<file path="config.mk">
export PLATFORM = sky130hd
export DESIGN_NAME = csl_fifo
export DESIGN_NICKNAME = d
export VERILOG_FILES = /design/src/csl_fifo.sv
export SDC_FILE = /design/constraint.sdc
export NUM_CORES = 1
export LEC_CHECK = 0
export ABC_AREA = 1
export BUFFER_PORTS_ARGS = -buffer_cell sky130_fd_sc_hd__clkbuf_2
export CORE_UTILIZATION = 45
export CTS_CLUSTER_DIAMETER = 100
export CTS_CLUSTER_SIZE = 14
export DETAILED_ROUTE_END_ITERATION = 10
export PLACE_DENSITY = 0.7
export SYNTH_ARGS = -nofsm -noshare
export SYNTH_HDL_FRONTEND = slang
export SYNTH_SLANG_ARGS = --single-unit
</file>
<file path="constraint.sdc">
create_clock -name clk -period 1.71 [get_ports clk]
set_clock_uncertainty 0.2 [all_clocks]
set_input_delay 0.2565 -clock clk [delete_from_list [all_inputs] [get_ports clk]]
set_output_delay 0.2565 -clock clk [all_outputs]
set_load 0.005 [all_outputs]
</file>
<file path="src/csl_fifo.sv">
// Small request queue between front and back of the projection block.
// Generic width; no package dependency.
`timescale 1ns / 1ps
`default_nettype none

module csl_fifo #(
    parameter int WIDTH = 8,
    parameter int DEPTH = 2
) (
    input  wire logic             clk,
    input  wire logic             rst_n,
    input  wire logic             push_valid,
    output logic                  push_ready,
    input  wire logic [WIDTH-1:0] push_data,
    output logic                  pop_valid,
    input  wire logic             pop_ready,
    output logic [WIDTH-1:0]      pop_data
);

    localparam int PW = (DEPTH > 1) ? $clog2(DEPTH) : 1;
    localparam int CW = $clog2(DEPTH + 1);

    logic [WIDTH-1:0] mem_reg [DEPTH];
    logic [PW-1:0]    wptr_reg, rptr_reg;
    logic [CW-1:0]    count_reg;
    logic             do_push, do_pop;

    assign push_ready = (count_reg != CW'(DEPTH));
    assign pop_valid  = (count_reg != '0);
    assign pop_data   = mem_reg[rptr_reg];
    assign do_push    = push_valid && push_ready;
    assign do_pop     = pop_valid && pop_ready;

    always_ff @(posedge clk)
    begin
        if (do_push)
        begin
            mem_reg[wptr_reg] <= push_data;
        end
    end

    always_ff @(posedge clk or negedge rst_n)
    begin
        if (!rst_n)
        begin
            wptr_reg  <= '0;
            rptr_reg  <= '0;
            count_reg <= '0;
        end
        else
        begin
            if (do_push)
            begin
                wptr_reg <= (wptr_reg == PW'(DEPTH - 1)) ? '0 : wptr_reg + 1'b1;
            end
            if (do_pop)
            begin
                rptr_reg <= (rptr_reg == PW'(DEPTH - 1)) ? '0 : rptr_reg + 1'b1;
            end
            if (do_push && !do_pop)
            begin
                count_reg <= count_reg + 1'b1;
            end
            else if (do_pop && !do_push)
            begin
                count_reg <= count_reg - 1'b1;
            end
        end
    end

endmodule

`default_nettype wire

</file>
# Word level (Yosys, flattened, before mapping)
# Memories as Yosys holds them, arrays and structs flattened.
# Cells that the tools add are included.
[op_classes]
add_sub_neg = 4
n_eq_ne = 1
muxes = 6
reduce_logical = 8
[op_table]
columns = ["operator", "count"]
rows = [
  ["logical AND 1 bit", 4],
  ["2-to-1 mux 1 bit", 4],
  ["2-to-1 mux 2 bit", 2],
  ["nonzero test 2 bit", 2],
  ["adder 1 bit, second input constant", 2],
  ["adder 2 x 1 -> 2 bit, second input constant", 1],
  ["zero test 1 bit", 2],
  ["!= test 2 bit, second input constant", 1],
  ["subtractor 2 x 1 -> 2 bit, second input constant", 1],
]
[totals]
register_bits = 4
ram_bits = 16
in_bits = 12
out_inout_bits = 10
word_cells = 23
n_memories = 1
[memory_table]
columns = ["name", "depth", "width", "read_ports", "rd_clocked_by_memory_dff", "write_ports", "line", "text"]
rows = [
  ["mem_reg", 2, 8, 1, 0, 1, "23", "logic [WIDTH-1:0] mem_reg [DEPTH];"],
]

# Longest topological paths before layout
[depth]
ltp_word = 6
depth_mapped = 10
ltp_nobuf = 10

# Worst setup path before layout
# Ideal clock, no wire load.
[synth_timing]
path_type = "reg2reg"
startpoint = "reg count_reg[0]"
endpoint = "mem mem_reg[0][0] (enable)"
setup_ps = 370
arrival_time_ps = 938
t_required_ps = 1140
path_slack_ps = 202
stages_incl_launch_ff = 5
n_path_buf = 0
period_less_slack_ps = 1508
path_cell_list = "dfrtp_1 -> inv_2 -> nand2_4 -> nand2_4 -> nor2_1"
[synth_between]
elab_chain_len = 4
[synth_lines]
columns = ["item", "line", "text"]
rows = [
  ["from (decl)", "25", "logic [CW-1:0] count_reg;"],
  ["from (signal assigned)", "62", "count_reg <= count_reg + 1'b1;"],
  ["from (signal assigned)", "66", "count_reg <= count_reg - 1'b1;"],
  ["!= test 2 bit", "28", "assign push_ready = (count_reg != CW'(DEPTH));"],
  ["net push_ready", "13", "output logic push_ready,"],
  ["logical AND 1 bit", "31", "assign do_push = push_valid && push_ready;"],
  ["2-to-1 mux 1 bit", "36", "if (do_push)"],
  ["2-to-1 mux 1 bit (not written as such)", "38", "mem_reg[wptr_reg] <= push_data;"],
  ["to (decl)", "23", ""],
]
# The timed path passes the listed nets, and every way through them passes these cells.

# Worst setup path after layout
[layout_timing]
startpoint = "reg rptr_reg"
endpoint = "out pop_data[5]"
[layout_between]
elab_chain_len = 1
[layout_lines]
columns = ["item", "line", "text"]
rows = [
  ["from (decl)", "24", "logic [PW-1:0] wptr_reg, rptr_reg;"],
  ["from (signal assigned)", "58", "rptr_reg <= (rptr_reg == PW'(DEPTH - 1)) ? '0 : rptr_reg + 1'b1;"],
  ["memory read (2 x 8 bit)", "-", ""],
  ["to (decl)", "17", "output logic [WIDTH-1:0] pop_data"],
]
# Every way passes these cells.

==> reports/qor.yml <==
timing:
  slew_violations: 0
  fin_ws_ns: 0.110
  fin_crit_sh_pct: 93.6
  max_freq_mhz: 625
  worstMarginPinSlew_ns: 0.214
  setup_violations: 0
  finalCriticalPeriod_ns: 1.60
  rsz0062_at_grt: "no"
  relSlewSlack_pct: 85.7
  worst_hold_slack_ns: 0.0130
  final.setup.tns_ns: 0
  finalHoldViolCount: 0
worst_setup_path:
  cp_max_fo: 10
  crit_arrival_ns: 1.14
  crit_type: "register to output port"
  end_kind: "output port"
  cp-start-kind: "register"
  startpoint: "rptr_reg"
  rrSetupSlack_ns: 0.14
  r2r-start: "count_reg[0]"
  worstPathRequired_ns: 1.25
detailed_routing:
  postRouteAntennaNets: 0
  num_vias: 560
  drc: 0
  wl_um: 1270
  initialDrtViolationCount: 8
  dr.pass1.iters: 3
  wl_per_cell_um: 9.74
  viasPerCell: 4.31
clock_network:
  cts_buffers: 3
  cts_sinks: 20
  cts_max_level: 1
  cts_tree: "built"
  cts_buffer_depth: 2
  root_buffer: "clkbuf_4"
  clk_latency_ns: 0.29
  cts_setup_buffers: 0
  path_clk_slew_ns: 0.10
pwr:
  irDropWorstVdd_mv: 0.811
  power_density_nw_per_um2: 1460
  leakage_nw: 0.510
min_path:
  min-delay-start: "pop_ready"
  hold_class: "primary input to register"
die:
  die-area_um2: 2010
  ios: 22
  die_w_um: 44.9
  initial_core_util_pct: 47.9
  row_count: 15
  die_h_um: 44.9
  fp.coreArea_um2: 1730
cells_and_area:
  diodes: 0
  largest_reg_flops: 16
  fill_cells: 142
  final_nets: 119
  final_layout_size_suffix_gt1_share_pct: 33.3
  layoutNonFillerInstCount: 130
  area_delta_synth_final_pct: 31.5
global_routing:
  grt_pass1_vias: 482
  grt_max_degree: 12
  grt_use_total_pct: 14.6
  grt_overflow: 0
  antenna_found_initial: 0
  grt_pass1_wl_um: 2000
logic_synthesis:
  syn_avg_cell_area_um2: 11.8
  ys_types: 14
  yosysSeqAreaShare_pct: 70.2
  syn_area_um2: 827
  synth_fp_nets: 83
  synth.ff_latch_count: 20
  ys_warn_count: 0
  postSynthCellCount: 70
placed_design:
  gp_congestion: 0.764
  place_ws_ns: 0.143
  io_buffers: 21
  place_hpwl_um: 886
  post-place-cells: 117
run:
  maxCapViolCount: 0
run_status:
  status: "finished clean"
layout by cell type (no fill, tap or decap), types with 2 or more instances in the layout:
cell type and instances:
buf_4 2, clkbuf_2 21, clkbuf_4 3, dfrtp_1 3, dlygate4sd3_1 9, edfxtp_1 16
inv_1 4, inv_2 2, nand2_1 30, nand2_2 2, nand2_4 2, nand3_1 2
nor2_1 2
Yosys cell counts:
library cell,n,area share [%]
nand2_4,2,2.7
ha_1,1,1.5
nand3_1,2,1.2
buf_6,1,1.4
xor2_2,1,2.0
xnor2_1,1,1.1
edfxtp_1,16,58
nor2_1,2,0.91
nand4_1,1,0.76
inv_1,4,1.8
nand2_2,2,1.5
inv_2,3,1.4
nand2_1,30,14
dfrtp_1,4,12
through the flow:
step,total power [mW],area [um^2],util (%)
6_report,1.59,1090,63.0
5_1_grt,1.73,1090,63.0
4_1_cts,1.61,1080,62.8
3_5_place_dp,1.38,967,56.0
3_3_place_gp,1.35,967,56.0
2_1_floorplan,1.16,827,-
worst max-delay path, stage by stage (launching register included):
cell and delay (ns):
dfrtp_2 0.51, inv_4 0.13, nand2_1 0.06, nand2_1 0.05, clkbuf_2 0.11
report_power, final:
part | leakage, nW | internal (mW) | switching [mW]
Sequential | 0.195 | 0.680 | 0.0947
Combinational | 0.299 | 0.265 | 0.335
Clock | 0.0154 | 0.0849 | 0.131
Total | 0.510 | 1.03 | 0.561
final cells by class:
cell class / instances / area (um^2) / area share [%]
tap: 25 / 31.3 / 2.88
clock buffer: 3 / 22.5 / 2.07
inverter: 7 / 28.8 / 2.65
timing repair buffer: 32 / 210 / 19.3
sequential: 20 / 582 / 53.5
clock inverter: 1 / 3.75 / 0.345
multi-input combinational: 42 / 209 / 19.2
cells by family after synthesis:
family,synth area share (%)
and+or+nand+nor,20.7
buffers and inverters,4.54
xor gates and xnor gates,3.03
DFF,70.2
adders and majority gates,1.51
metal layers:
| metal | track usage, % | vias to the layer above | share of wire (%) |
|---|---|---|---|
| met5 | 0 | - | 0 |
| met4 | 3.64 | 0 | 0.32 |
| met3 | 7.20 | 2 | 4.7 |
| met2 | 22.9 | 13 | 52 |
| met1 | 18.1 | 248 | 43 |
| li1 | - | 297 | - |
final timing paths:
path | end | cells after the start
max | pop_data[5] | 4
min reg2reg | count_reg[0] | 1
max reg2reg | count_reg[1] | 9
min in group asynchronous | count_reg[0] | 2
min | rptr_reg | 3
max in group asynchronous | rptr_reg | 2
repair_timing:
item,in CTS,in global routing
pin swaps,0,0
endpoints found under the setup margin,8,8
gates resized for setup,1,1
hold endpoints to repair,20,0
hold buffers,9,0
Note: power is estimated with default switching activity, not from simulation.
